<file path="config.mk">
export PLATFORM = sky130hd
export DESIGN_NAME = petri_net_firing_engine_core
export DESIGN_NICKNAME = d
export VERILOG_FILES = /design/src/sv/pnfe_pkg.sv /design/src/sv/pnfe_ctrl.sv /design/src/sv/pnfe_dp.sv /design/src/sv/petri_net_firing_engine_core.sv
export SDC_FILE = /design/constraint.sdc
export NUM_CORES = 1
export LEC_CHECK = 0
export BUFFER_PORTS_ARGS = -buffer_cell sky130_fd_sc_hd__buf_2
export CELL_PAD_IN_SITES_DETAIL_PLACEMENT = 0
export CELL_PAD_IN_SITES_GLOBAL_PLACEMENT = 1
export CORE_ASPECT_RATIO = 1.5
export CORE_MARGIN = 10
export CORE_UTILIZATION = 52
export DETAILED_ROUTE_END_ITERATION = 16
export HOLD_SLACK_MARGIN = 0.08
export PLACE_DENSITY_LB_ADDON = 0.1
export SLEW_MARGIN = 20
export SYNTH_ARGS = -nofsm -noshare
export SYNTH_HDL_FRONTEND = slang
export SYNTH_HIERARCHICAL = 1
export SYNTH_SLANG_ARGS = --single-unit
</file>
<file path="constraint.sdc">
create_clock -name clk -period 10.15 [get_ports clk]
set_clock_uncertainty 0.1 [all_clocks]
set_input_delay 1.015 -clock clk [delete_from_list [all_inputs] [get_ports clk]]
set_output_delay 1.015 -clock clk [all_outputs]
set_load 0.005 [all_outputs]
</file>
<file path="src/sv/pnfe_pkg.sv">
package pnfe_pkg;
  localparam int PLACES_DEF = 8;
  localparam int TRANSITIONS_DEF = 8;
  localparam int WEIGHT_BITS_DEF = 4;
  localparam int TOKEN_BITS_DEF = 16;

  localparam logic [1:0] KIND_LOAD = 2'd0;
  localparam logic [1:0] KIND_MARK = 2'd1;
  localparam logic [1:0] KIND_NAMED = 2'd2;
  localparam logic [1:0] KIND_PICK = 2'd3;

  localparam logic [2:0] ST_FIRED = 3'd0;
  localparam logic [2:0] ST_LOADED = 3'd1;
  localparam logic [2:0] ST_NOT_EN = 3'd2;
  localparam logic [2:0] ST_DEADLOCK = 3'd3;
  localparam logic [2:0] ST_BUDGET = 3'd4;

  localparam logic CFG_RUN_LIMIT = 1'b0;
  localparam logic CFG_RUN_UNLIMITED = 1'b1;

  typedef struct packed {
    logic start;      // latch request, clear scratch
    logic do_write;   // apply arc load or marking set
    logic scan_step;  // evaluate one transition against all places
    logic mod_step;   // one restoring step of pick modulo count
    logic sel_step;   // one transition of the pick selection
    logic fire_step;  // update one place
    logic fire_done;  // bump firing count
    logic rescan_clr; // clear enabled mask before rescan
  } pnfe_cmd_t;

  typedef struct packed {
    logic scan_last;
    logic mod_last;
    logic sel_last;
    logic fire_last;
    logic none_en;
    logic budget_out;
    logic named_ok;
  } pnfe_sts_t;
endpackage

</file>
<file path="src/sv/pnfe_ctrl.sv">
module pnfe_ctrl
  import pnfe_pkg::*;
(
  input  logic       clk,
  input  logic       rst_n,
  input  logic       in_fire,
  input  logic [1:0] kind,
  input  logic       out_free,
  input  pnfe_sts_t  sts,
  output pnfe_cmd_t  cmd,
  output logic [2:0] status,
  output logic       idle,
  output logic       done
);
  localparam logic [3:0] S_IDLE = 4'd0, S_SCAN = 4'd1, S_DEC = 4'd2, S_MOD = 4'd3,
    S_SEL = 4'd4, S_FIRE = 4'd5, S_RCLR = 4'd6, S_RSCAN = 4'd7, S_OUT = 4'd8,
    S_WR = 4'd9;
  logic [3:0] state_r, state_nxt;
  logic [2:0] status_r, status_nxt;
  logic [1:0] kind_r, kind_nxt;

  always_comb begin
    state_nxt = state_r;
    status_nxt = status_r;
    kind_nxt = kind_r;
    cmd = '0;
    done = 1'b0;
    unique case (state_r)
      S_IDLE: if (in_fire) begin
        cmd.start = 1'b1;
        kind_nxt = kind;
        state_nxt = (kind == KIND_LOAD || kind == KIND_MARK) ? S_WR : S_SCAN;
      end
      S_WR: begin
        cmd.do_write = 1'b1;
        status_nxt = ST_LOADED;
        state_nxt = S_RCLR;
      end
      S_SCAN: begin
        cmd.scan_step = 1'b1;
        if (sts.scan_last) state_nxt = S_DEC;
      end
      S_DEC: begin
        if (sts.budget_out) begin
          status_nxt = ST_BUDGET; state_nxt = S_RCLR;
        end else if (sts.none_en) begin
          status_nxt = ST_DEADLOCK; state_nxt = S_RCLR;
        end else if (kind_r == KIND_NAMED) begin
          status_nxt = sts.named_ok ? ST_FIRED : ST_NOT_EN;
          state_nxt = sts.named_ok ? S_FIRE : S_RCLR;
        end else begin
          status_nxt = ST_FIRED; state_nxt = S_MOD;
        end
      end
      S_MOD: begin
        cmd.mod_step = 1'b1;
        if (sts.mod_last) state_nxt = S_SEL;
      end
      S_SEL: begin
        cmd.sel_step = 1'b1;
        if (sts.sel_last) state_nxt = S_FIRE;
      end
      S_FIRE: begin
        cmd.fire_step = 1'b1;
        if (sts.fire_last) begin
          cmd.fire_done = 1'b1; state_nxt = S_RCLR;
        end
      end
      S_RCLR: begin
        cmd.rescan_clr = 1'b1; state_nxt = S_RSCAN;
      end
      S_RSCAN: begin
        cmd.scan_step = 1'b1;
        if (sts.scan_last) state_nxt = S_OUT;
      end
      S_OUT: if (out_free) begin
        done = 1'b1; state_nxt = S_IDLE;
      end
      default: state_nxt = S_IDLE;
    endcase
  end

  always_ff @(posedge clk) begin
    if (!rst_n) begin
      state_r <= S_IDLE;
      status_r <= ST_LOADED;
      kind_r <= KIND_LOAD;
    end else begin
      state_r <= state_nxt;
      status_r <= status_nxt;
      kind_r <= kind_nxt;
    end
  end

  assign idle = (state_r == S_IDLE);
  assign status = status_r;
endmodule

</file>
<file path="src/sv/pnfe_dp.sv">
module pnfe_dp
  import pnfe_pkg::*;
#(
  parameter int PLACES = PLACES_DEF,
  parameter int TRANSITIONS = TRANSITIONS_DEF,
  parameter int WEIGHT_BITS = WEIGHT_BITS_DEF,
  parameter int TOKEN_BITS = TOKEN_BITS_DEF
) (
  input  logic        clk,
  input  logic        rst_n,
  input  pnfe_cmd_t   cmd,
  input  logic [2:0]  in_transition,
  input  logic [2:0]  in_place,
  input  logic [3:0]  in_pre,
  input  logic [3:0]  in_post,
  input  logic [15:0] in_tokens,
  input  logic [15:0] in_pick,
  input  logic [1:0]  in_kind,
  input  logic [15:0] run_limit,
  input  logic        run_unlimited,
  output pnfe_sts_t   sts,
  output logic [2:0]  fired,
  output logic [7:0]  en_mask,
  output logic [15:0] place_tok,
  output logic [15:0] fire_cnt,
  output logic        sat
);
  localparam int PB = (PLACES > 1) ? $clog2(PLACES) : 1;
  localparam int TB = (TRANSITIONS > 1) ? $clog2(TRANSITIONS) : 1;
  localparam int CB = $clog2(TRANSITIONS + 1);
  localparam logic [WEIGHT_BITS-1:0] WMAX = '1;
  localparam logic [TOKEN_BITS-1:0] TMAX = '1;

  // arc weights, one row per transition with one weight per place, cleared by reset
  logic [PLACES*WEIGHT_BITS-1:0] pre_r [TRANSITIONS];
  logic [PLACES*WEIGHT_BITS-1:0] post_r [TRANSITIONS];
  logic [TOKEN_BITS-1:0] mark_r [PLACES];
  logic [15:0] fire_cnt_r;
  logic [TRANSITIONS-1:0] en_r;
  logic [CB-1:0] cnt_r;
  logic [TB-1:0] t_r;
  logic [PB-1:0] p_r;
  logic [4:0] mbit_r;
  logic [15:0] rem_r;
  logic [CB-1:0] seen_r;
  logic [TB-1:0] tsel_r;
  logic found_r, sat_r;
  logic [2:0] tr_r, pl_r;
  logic [15:0] pick_r;

  logic t_ok;
  logic [TOKEN_BITS:0] fsum;
  logic [TOKEN_BITS-1:0] mp;
  logic [16:0] rtry;

  always_comb begin
    t_ok = 1'b1;
    for (int p = 0; p < PLACES; p++)
      if (mark_r[p] < TOKEN_BITS'(pre_r[t_r][p*WEIGHT_BITS +: WEIGHT_BITS])) t_ok = 1'b0;
  end
  assign mp = mark_r[p_r];
  assign fsum = {1'b0, mp}
              - (TOKEN_BITS+1)'(pre_r[tsel_r][32'(p_r)*WEIGHT_BITS +: WEIGHT_BITS])
              + (TOKEN_BITS+1)'(post_r[tsel_r][32'(p_r)*WEIGHT_BITS +: WEIGHT_BITS]);
  assign rtry = {rem_r[14:0], pick_r[mbit_r[3:0]]} - 17'(cnt_r);

  always_ff @(posedge clk) begin
    if (!rst_n) begin
      for (int p = 0; p < PLACES; p++) mark_r[p] <= '0;
      for (int t = 0; t < TRANSITIONS; t++) begin
        pre_r[t] <= '0;
        post_r[t] <= '0;
      end
      fire_cnt_r <= '0;
      en_r <= '0;
      cnt_r <= '0; t_r <= '0; p_r <= '0; mbit_r <= '0; rem_r <= '0;
      seen_r <= '0; tsel_r <= '0; found_r <= 1'b0; sat_r <= 1'b0;
      tr_r <= '0; pl_r <= '0; pick_r <= '0;
    end else begin
      if (cmd.start) begin
        tr_r <= in_transition; pl_r <= in_place; pick_r <= in_pick;
        en_r <= '0; cnt_r <= '0; t_r <= '0; p_r <= '0; sat_r <= 1'b0;
        mbit_r <= 5'd15; rem_r <= '0; seen_r <= '0; found_r <= 1'b0;
        tsel_r <= TB'(in_transition);
      end
      if (cmd.do_write) begin
        if (in_kind == KIND_LOAD) begin
          if (32'(pl_r) < PLACES && 32'(tr_r) < TRANSITIONS) begin
            pre_r[TB'(tr_r)][32'(pl_r)*WEIGHT_BITS +: WEIGHT_BITS] <=
              (32'(in_pre) > 32'(WMAX)) ? WMAX : WEIGHT_BITS'(in_pre);
            post_r[TB'(tr_r)][32'(pl_r)*WEIGHT_BITS +: WEIGHT_BITS] <=
              (32'(in_post) > 32'(WMAX)) ? WMAX : WEIGHT_BITS'(in_post);
          end
        end else if (32'(pl_r) < PLACES) begin
          if (33'(in_tokens) > 33'(TMAX)) begin
            mark_r[PB'(pl_r)] <= TMAX; sat_r <= 1'b1;
          end else mark_r[PB'(pl_r)] <= TOKEN_BITS'(in_tokens);
        end
      end
      if (cmd.scan_step) begin
        en_r[t_r] <= t_ok;
        cnt_r <= cnt_r + CB'(t_ok);
        t_r <= (32'(t_r) == TRANSITIONS - 1) ? '0 : t_r + 1'b1;
      end
      if (cmd.rescan_clr) begin
        en_r <= '0; cnt_r <= '0; t_r <= '0;
      end
      if (cmd.mod_step) begin
        rem_r <= rtry[16] ? {rem_r[14:0], pick_r[mbit_r[3:0]]} : rtry[15:0];
        mbit_r <= mbit_r - 1'b1;
      end
      if (cmd.sel_step) begin
        if (!found_r && en_r[t_r]) begin
          if (16'(seen_r) == rem_r) begin
            found_r <= 1'b1; tsel_r <= t_r;
          end
          seen_r <= seen_r + 1'b1;
        end
        t_r <= (32'(t_r) == TRANSITIONS - 1) ? '0 : t_r + 1'b1;
      end
      if (cmd.fire_step) begin
        if (fsum > (TOKEN_BITS+1)'(TMAX)) begin
          mark_r[p_r] <= TMAX; sat_r <= 1'b1;
        end else mark_r[p_r] <= fsum[TOKEN_BITS-1:0];
        p_r <= (32'(p_r) == PLACES - 1) ? '0 : p_r + 1'b1;
      end
      if (cmd.fire_done) begin
        if (fire_cnt_r != 16'hFFFF) fire_cnt_r <= fire_cnt_r + 1'b1;
        found_r <= 1'b1;
      end
    end
  end

  assign sts.scan_last = (32'(t_r) == TRANSITIONS - 1);
  assign sts.mod_last = (mbit_r == 5'd0);
  assign sts.sel_last = (32'(t_r) == TRANSITIONS - 1);
  assign sts.fire_last = (32'(p_r) == PLACES - 1);
  assign sts.none_en = (en_r == '0);
  assign sts.budget_out = !run_unlimited && (fire_cnt_r >= run_limit);
  assign sts.named_ok = (32'(tr_r) < TRANSITIONS) && en_r[TB'(tr_r)];

  always_comb begin
    en_mask = '0;
    for (int t = 0; t < TRANSITIONS && t < 8; t++) en_mask[t] = en_r[t];
  end
  // fired index valid only once a firing completed
  assign fired = found_r ? 3'(tsel_r) : 3'd0;
  assign place_tok = (32'(pl_r) < PLACES) ? 16'(mark_r[PB'(pl_r)]) : 16'd0;
  assign fire_cnt = fire_cnt_r;
  assign sat = sat_r;
endmodule

</file>
<file path="src/sv/petri_net_firing_engine_core.sv">
// Channel | Dir | Contents
// in_     | in  | one request: arc load, marking set, named fire or pick fire
// out_    | out | one result per request
// cfg_    | in  | run_limit (index 0), run_unlimited (index 1)
// A load or marking request is followed by a rescan of enables.
// A fire scans enables, fires and rescans; pick fires add a modulo and a selection pass:
// the enable scan checks one transition per cycle and pick modulo is bit serial.
// rst_n is synchronous; it clears arcs, markings and firing count and resets config.
// One request at a time; the result holds in out_tdata until out_tready.
module petri_net_firing_engine_core
  import pnfe_pkg::*;
#(
  parameter int PLACES = PLACES_DEF,
  parameter int TRANSITIONS = TRANSITIONS_DEF,
  parameter int WEIGHT_BITS = WEIGHT_BITS_DEF,
  parameter int TOKEN_BITS = TOKEN_BITS_DEF
) (
  input  logic        clk,
  input  logic        rst_n,
  input  logic        in_tvalid,
  output logic        in_tready,
  // transition[2:0], place[5:3], pre_weight[9:6], post_weight[13:10],
  // tokens[29:14], pick[45:30], zero[47:46]
  input  logic [47:0] in_tdata,
  // kind[1:0]
  input  logic [1:0]  in_tuser,
  output logic        out_tvalid,
  input  logic        out_tready,
  // status[2:0], fired_transition[5:3], enabled_mask[13:6], place_tokens[29:14],
  // firing_count[45:30], saturated[46], zero[47]
  output logic [47:0] out_tdata,
  input  logic        cfg_we,
  input  logic        cfg_index,
  input  logic [15:0] cfg_wdata
);
  pnfe_cmd_t cmd;
  pnfe_sts_t sts;
  logic idle, done, out_vld_r;
  logic [2:0] status, fired;
  logic [7:0] en_mask;
  logic [15:0] place_tok, fire_cnt;
  logic sat;
  logic [15:0] run_limit_r;
  logic run_unl_r;
  logic [45:0] in_hold_r;
  logic [1:0] kind_hold_r;
  logic in_fire;

  assign in_fire = in_tvalid && in_tready;
  assign in_tready = idle && !out_vld_r;

  // hold the request payload for the datapath
  always_ff @(posedge clk) begin
    if (in_fire) begin
      in_hold_r <= in_tdata[45:0];
      kind_hold_r <= in_tuser;
    end
  end

  always_ff @(posedge clk) begin
    if (!rst_n) begin
      run_limit_r <= '0; run_unl_r <= 1'b1;
    end else if (cfg_we) begin
      unique case (cfg_index)
        CFG_RUN_LIMIT: run_limit_r <= cfg_wdata;
        CFG_RUN_UNLIMITED: run_unl_r <= cfg_wdata[0];
        default: ;
      endcase
    end
  end

  pnfe_ctrl u_ctrl (
    .clk(clk), .rst_n(rst_n), .in_fire(in_fire), .kind(in_tuser),
    .out_free(!out_vld_r), .sts(sts), .cmd(cmd), .status(status),
    .idle(idle), .done(done)
  );

  pnfe_dp #(.PLACES(PLACES), .TRANSITIONS(TRANSITIONS),
    .WEIGHT_BITS(WEIGHT_BITS), .TOKEN_BITS(TOKEN_BITS)) u_dp (
    .clk(clk), .rst_n(rst_n), .cmd(cmd),
    .in_transition(cmd.start ? in_tdata[2:0] : in_hold_r[2:0]),
    .in_place(cmd.start ? in_tdata[5:3] : in_hold_r[5:3]),
    .in_pre(in_hold_r[9:6]), .in_post(in_hold_r[13:10]),
    .in_tokens(in_hold_r[29:14]),
    .in_pick(cmd.start ? in_tdata[45:30] : in_hold_r[45:30]),
    .in_kind(kind_hold_r), .run_limit(run_limit_r), .run_unlimited(run_unl_r),
    .sts(sts), .fired(fired), .en_mask(en_mask), .place_tok(place_tok),
    .fire_cnt(fire_cnt), .sat(sat)
  );

  // output register parts the result from the engine
  always_ff @(posedge clk) begin
    if (!rst_n) out_vld_r <= 1'b0;
    else if (done) out_vld_r <= 1'b1;
    else if (out_tready) out_vld_r <= 1'b0;
  end
  always_ff @(posedge clk)
    if (done) out_tdata <= {1'b0, sat, fire_cnt, place_tok, en_mask, fired, status};
  assign out_tvalid = out_vld_r;

  a_one_req: assert property (@(posedge clk) disable iff (!rst_n)
    in_fire |=> !in_tready) else $error("request accepted while busy");
  a_done_idle: assert property (@(posedge clk) disable iff (!rst_n)
    done |=> out_tvalid) else $error("result lost");
  a_no_accept_full: assert property (@(posedge clk) disable iff (!rst_n)
    out_tvalid && !out_tready |-> !in_tready) else $error("accept with full output");
endmodule

</file>
==> reports/qor.yml, run 1 <==
drv.max_cap_violation_count: 0
clock_tree.root_cell: "clkbuf_16"
drt_first_iter_violations: 2642
place_ws_ns: 2.754
io_pins: 122
synth_top_cells_by_count: "edfxtp_1 (735), nor2_1 (514), mux4_2 (282)"
cts_tree: "yes"
postCtsSetupRepairBufs: 0
drt-vias-per-instance: 6.355
synth.top_cell.area_share: 0.5088
worstHoldStart: "u_ctrl/status[0]"
power_report.internal_total_w: 0.007306
drt_first_pass_iters: 6
rr_worst_depth: 16
port_buffers: 118
final.min_clock_period_ns: 7.496
timing_hold_violations_final: 0
worst_slew_margin_rel: 0.2151
critical_path_buf_inv_count: 2
synth.distinct_cells: 84
worstMarginPinSlew_ns: 1.176
cp.arrival_ns: 7.77
finish.net_count: 3547
worst-endpoint-required_ns: 10.42
period_share: 0.7385
per_cell_routed_wire_length_um: 28.77
clock_path_buffers: 3
wl_met2_mm: 68.03
synth.cell_area_um2: 43380
synth_sequential_area_ratio: 0.5651
path_depth: 16
antenna_violating_nets_post_route: 0
global_route_wire_length_before_repair_mm: 194.1
path_clk_slew_ns: 0.06
critical_path.top_delay_family: "compound AO/OA/AOI/OAI gates"
grt_antenna_before_repair: 6
report.final.slew_viol_count: 0
critPathSlowestCell: "a21oi_1"
worst-r2r-setup-slack_ns: 2.65
post_cts_resize_count: 0
htree_levels: 3
postSynthCellCount: 3371
grtUsageTotal: 0.2717
die-height_um: 373.7
wl_met1_mm: 46.66
grt_pass1_vias: 29730
p_leak_nw: 16.56
end_kind: "flip-flop"
power.ir.vdd_worst_v: 0.0001814
clock_sink_count: 857
drive_gt1_frac: 0.1997
power.share.sequential: 0.408
netlist.top_cell.by_area: "edfxtp_1"
synthArstFlopShare: 0
highest_layer: "met5"
setup_ws_ns: 2.654
start_kind: "flip-flop"
synth-edff-count: 735
timing.final.setup_violations: 0
worst_r2r_startpoint: "u_dp/tsel_r[1]"
fin_setup_tns_ns: 0
hold_path_depth: 0
postSynthAreaPerCell_um2: 12.87
pwr_density_cell_nw_per_um2: 228.8
clk-insertion-delay-late_ns: 0.67
outcome: "complete, no violations"
cts.hold.buffers_added: 0
worstSetupPathType: "reg -> reg"
pwr-share-comb: 0.294
start_util: 0.5249
route.final.wire_length_mm: 131.8
placed_area_um2: 44980
synth.most_common_cell: "edfxtp_1"
worstPathCellList: "buf_12, mux4_2, mux4_2, mux2i_1, nor2_1, a211oi_1, fa_1, inv_1, ha_1, nor2b_1, o31ai_1, a211oi_1, o21ai_0, nand4_4, a21oi_1, o21ai_0"
whs_endpoint: "out_tdata[0]"
clkPwrFrac: 0.298
syn-num-nets: 3524
synth.ff_latch_count: 857
gp_congestion: 0.9869
hpwl_mm: 91.05
cts_buffer_count: 85
die_w_um: 255.8
synth-warning-count: 6
routed-wl-met3_mm: 8.975
synthFlopType: "edfxtp_1"
worstReg2RegEnd: "u_dp/mark_r[2][10]"
pin_count_of_the_biggest_net_entering_global_routing: 75
achievable_frequency_mhz: 133.4
critical_path_peak_fanout: 74
remaining_drc_errors: 0
setup_repair_after_global_routing_missed_its_margin: "false"
worstHoldPathType: "reg -> reg"
swShare: 0.3331
syn2layout_area_growth_pct: 10.40
timing.critical_path.slowest_cell_delay_ns: 1.00
synth_top_cells_by_area: "edfxtp_1 (51%), mux4_2 (15%), dfxtp_1 (5.6%), nor2_1 (4.4%), mux2i_1 (2.7%)"
grt_overflow_total: 0
rows: 129
switching_power_w: 0.003649
final_area_um2: 47890
total_number_of_vias: 29110
die_area_um2: 95610
core_area_um2: 82640
[state kept, by name, summed over array words and instances, names as in the netlist, 3 cells and up, named ones only]
register and cells:
in_hold_r 46, out_tdata 47, run_limit_r 16, u_ctrl/state_r 4, u_ctrl/status 3, u_dp/cnt_r 4
u_dp/en_mask 8, u_dp/fire_cnt 16, u_dp/mark_r 128, u_dp/mbit_r 5, u_dp/p_r 3, u_dp/pick_r 16
u_dp/pl_r 3, u_dp/post_r 256, u_dp/pre_r 256, u_dp/rem_r 16, u_dp/seen_r 4, u_dp/t_r 3
u_dp/tr_r 3, u_dp/tsel_r 3
[cell type report]
| class | instances | area [um2] |
|---|---|---|
| antenna | 1 | 2.502 |
| clock buffer | 104 | 2250 |
| clock inverter | 55 | 620.6 |
| fill | 6743 | 34750 |
| inverter | 70 | 262.8 |
| multi-input combinational | 2193 | 17650 |
| sequential | 857 | 24530 |
| tap | 1113 | 1393 |
| timing repair buffer | 187 | 1177 |
[cell families after synthesis]
family,synth area share
buffers and inverters,0.02982
adders and majority gates,0.02423
xor gates and xnor gates,0.007067
muxes,0.1856
AOI/OAI and AO/OA,0.04759
other,0.00008645
DFF,0.5651
and+or+nand+nor,0.1405
[per-layer routing]
metal  global-route usage  vias to the layer above
met2               0.4768                     1301
met5                    0                        -
met3              0.04323                      308
met1               0.3123                    14720
met4               0.1546                        4
li1                     -                    12780
[power groups by stage]
stage | sequential (W) | clock (W) | combinational [W]
floorplan | 0.00427 | 0 | 0.00231
detailed placement | 0.00454 | 0 | 0.00321
CTS | 0.00447 | 0.00333 | 0.00322
global placement | 0.00452 | 0 | 0.00316
global route | 0.00450 | 0.00347 | 0.00339
finish | 0.00447 | 0.00327 | 0.00322
[cells in the final DEF, fill, tap and decap left out, types with 34 or more instances in the layout]
| cell | netlist | layout |
|---|---|---|
| a21oi_1 | 60 | 60 |
| and2_1 | 74 | 73 |
| and3_1 | 83 | 83 |
| buf_2 | 27 | 117 |
| buf_4 | 4 | 62 |
| clkbuf_16 | 0 | 86 |
| dfxtp_1 | 122 | 115 |
| edfxtp_1 | 735 | 735 |
| ha_1 | 76 | 76 |
| inv_1 | 67 | 66 |
| mux2_2 | 42 | 42 |
| mux2i_1 | 119 | 119 |
| mux4_2 | 282 | 282 |
| nand2_1 | 235 | 235 |
| nand3_1 | 174 | 173 |
| nor2_1 | 514 | 513 |
| nor3_1 | 39 | 34 |
| o21ai_0 | 79 | 79 |
| o21ai_1 | 88 | 88 |
[stage by stage]
step	hold WS, ns	std cells	utilization	power, W
final	0.3386	4580	0.5795	0.01095
after global routing	0.3586	4579	0.5794	0.01136
after CTS	0.3415	4577	0.5791	0.01101
after detailed placement	0.3246	4418	0.5443	0.007745
after global placement	0.3178	4414	0.5436	0.007685
after floorplan	0.3079	3371	-	0.006582
[worst max path at each step]
stage                   startpoint                 end  slack (ns)
floorplan           u_dp/tsel_r[0]  u_dp/mark_r[0][14]        4.92
global placement    u_dp/tsel_r[0]  u_dp/mark_r[1][10]        2.89
detailed placement  u_dp/tsel_r[0]  u_dp/mark_r[2][10]        2.75
CTS                 u_dp/tsel_r[0]  u_dp/mark_r[2][10]        2.77
global route        u_dp/tsel_r[0]  u_dp/mark_r[0][10]        2.46
finish              u_dp/tsel_r[1]  u_dp/mark_r[2][10]        2.65
[worst reg2reg max path: cells and delay by family, from the launching register on]
kind	cells	cell delay, ns
flops	1	0.93
fa+ha+maj	2	0.75
mux	3	1.22
compound gates	6	2.68
buf+inv	2	0.70
simple gates	3	0.85
(Power assumes the default switching activity.)
==> inputs of run 2 (changes only) <==
- clock period: 10.15 -> 7.15 ns (I/O delays scaled with it)
==> reports/qor.yml, run 2 (synthesis gave the netlist of run 1 again) <==
outcome: "complete, no violations"
end_kind: "flip-flop"
busiest_layer: "met2"
power.ir.vdd_worst_v: 0.0002528
route.final.wire_length_mm: 130.6
grt_use_met3: 0.04681
die_area_um2: 95610
achievable_frequency_mhz: 155.8
clock_sink_count: 857
finish.net_count: 3563
drv.max_cap_violation_count: 0
top_regs: "u_dp/post_r (256), u_dp/pre_r (256), u_dp/mark_r (128)"
hpwl_mm: 92.15
most-common-layout-cells: "edfxtp_1 (735), nor2_1 (513), mux4_2 (282)"
grt_overflow_total: 0
p_leak_nw: 16.62
grt_pass1_vias: 29890
critical_path_peak_fanout: 30
cp.arrival_ns: 6.68
timing.critical_path.slowest_cell_delay_ns: 0.59
global_route_wire_length_before_repair_mm: 193.3
postCtsSetupRepairBufs: 0
die_w_um: 255.8
grtUsageTotal: 0.2708
met2_usage: 0.4782
syn2layout_area_growth_pct: 10.67
grt_antenna_before_repair: 6
total_number_of_vias: 29240
drt_first_iter_violations: 2652
layout.filler_cells: 6724
final.min_clock_period_ns: 6.417
layout.cells.most_common: "edfxtp_1"
worstMarginPinSlew_ns: 1.187
core_area_um2: 82640
remaining_drc_errors: 0
report.final.slew_viol_count: 0
io_pins: 122
fin_setup_tns_ns: 0
port_buffers: 118
setup_repair_after_global_routing_missed_its_margin: "false"
cts_buffer_count: 85
pwr_density_cell_nw_per_um2: 322.3
worstPathCellList: "buf_12, buf_4, mux4_2, mux2i_1, o22ai_1, nor2_1, nand4_1, fa_1, inv_1, ha_1, nor2b_1, o31ai_1, a211oi_1, o21ai_0, nand4_4, buf_4, nor2_1, o21ai_0"
per_cell_routed_wire_length_um: 28.44
multiInputGateArea_um2: 17640
clock_path_buffers: 3
worstHoldPathType: "in -> reg"
antenna_violating_nets_post_route: 0
timing.final.setup_violations: 0
start_kind: "flip-flop"
drive_gt1_frac: 0.2033
timing.hold.ws_ns: 0.1328
start_util: 0.5249
worst-endpoint-required_ns: 7.41
pin_count_of_the_biggest_net_entering_global_routing: 73
clk-insertion-delay-late_ns: 0.67
worst_slew_margin_rel: 0.2058
worstSetupPathType: "reg -> reg"
timing_hold_violations_final: 0
rows: 129
drt_first_pass_iters: 6
post_cts_resize_count: 0
critPathSlowestCell: "nor2_1"
gp_congestion: 0.9704
path_clk_slew_ns: 0.07
cts.hold.buffers_added: 0
grt.met1_usage: 0.3025
drt-vias-per-instance: 6.365
period_share: 0.8975
htree_levels: 3
die-height_um: 373.7
cts_tree: "yes"
clock_tree.root_cell: "clkbuf_16"
register_area_um2: 24530
## run 2: cell types whose count changed in the layout (fill, tap and decap cells not counted), moves of 2 or more
| cell | previous run | this run |
|---|---|---|
| bufinv_16 | 11 | 9 |
| clkinvlp_4 | 4 | 7 |
| buf_8 | 5 | 0 |
| inv_6 | 3 | 1 |
| diode_2 | 1 | 3 |
| clkbuf_16 | 86 | 89 |
| buf_12 | 2 | 9 |
| buf_4 | 62 | 77 |
| clkbuf_1 | 15 | 13 |
| clkinv_4 | 1 | 3 |
| clkinv_1 | 14 | 11 |
## run 2: area by class of cell
type / instances / area share
Tap cell: 1113 / 0.02901
Inverter: 70 / 0.005473
Clock inverter: 50 / 0.01084
Antenna cell: 3 / 0.0001564
Clock buffer: 104 / 0.04798
Sequential cell: 857 / 0.5110
Multi-Input combinational cell: 2193 / 0.3675
Timing Repair Buffer: 203 / 0.02799
## run 2: stage by stage
step | power (W) | util | cells | setup WS (ns) | cell area, um2
global placement | 0.01089 | 0.5467 | 4436 | 0.9353 | 45180
floorplan | 0.009344 | - | 3371 | 1.922 | 43380
finish | 0.01547 | 0.5809 | 4593 | 0.7332 | 48010
detailed placement | 0.01097 | 0.5467 | 4436 | 0.8064 | 45180
global route | 0.01607 | 0.5808 | 4590 | 0.5420 | 48000
CTS | 0.01555 | 0.5808 | 4590 | 0.8007 | 48000
## run 2: final timing paths
check | endpoint | from | slack [ns] | depth (start not counted)
worst max register to register | u_dp/mark_r[4][3] | u_dp/tsel_r[0] | 0.73 | 18
worst min register to register | out_tdata[1] | u_ctrl/status[1] | 0.34 | 0
worst max-delay path | u_dp/mark_r[4][3] | u_dp/tsel_r[0] | 0.73 | 18
worst min-delay path | in_hold_r[24] | in_tdata[24] | 0.13 | 1
## run 2: worst max-delay path: cells and delay by family (launching register included)
family          cells  cell delay [ns]
buf+inv             4             0.92
fa+ha+maj           2             0.93
compound gates      5             1.36
flops               1             0.53
mux                 2             0.99
simple gates        5             1.23
## run 2: report_power, final
part | internal, W | leakage [nW] | switching [W]
sequential | 0.00585 | 8.49 | 0.000457
combinational | 0.00192 | 6.76 | 0.00266
clock | 0.00263 | 1.37 | 0.00196
total | 0.0104 | 16.6 | 0.00508
## run 2: layer usage
| metal | vias up | routed length [um] | part of all wire |
|---|---|---|---|
| met1 | 14640 | 45620 | 0.35 |
| li1 | 12840 | - | - |
| met2 | 1367 | 66920 | 0.51 |
| met4 | 4 | 8734 | 0.067 |
| met5 | - | 23 | 0.00018 |
| met3 | 382 | 9312 | 0.071 |
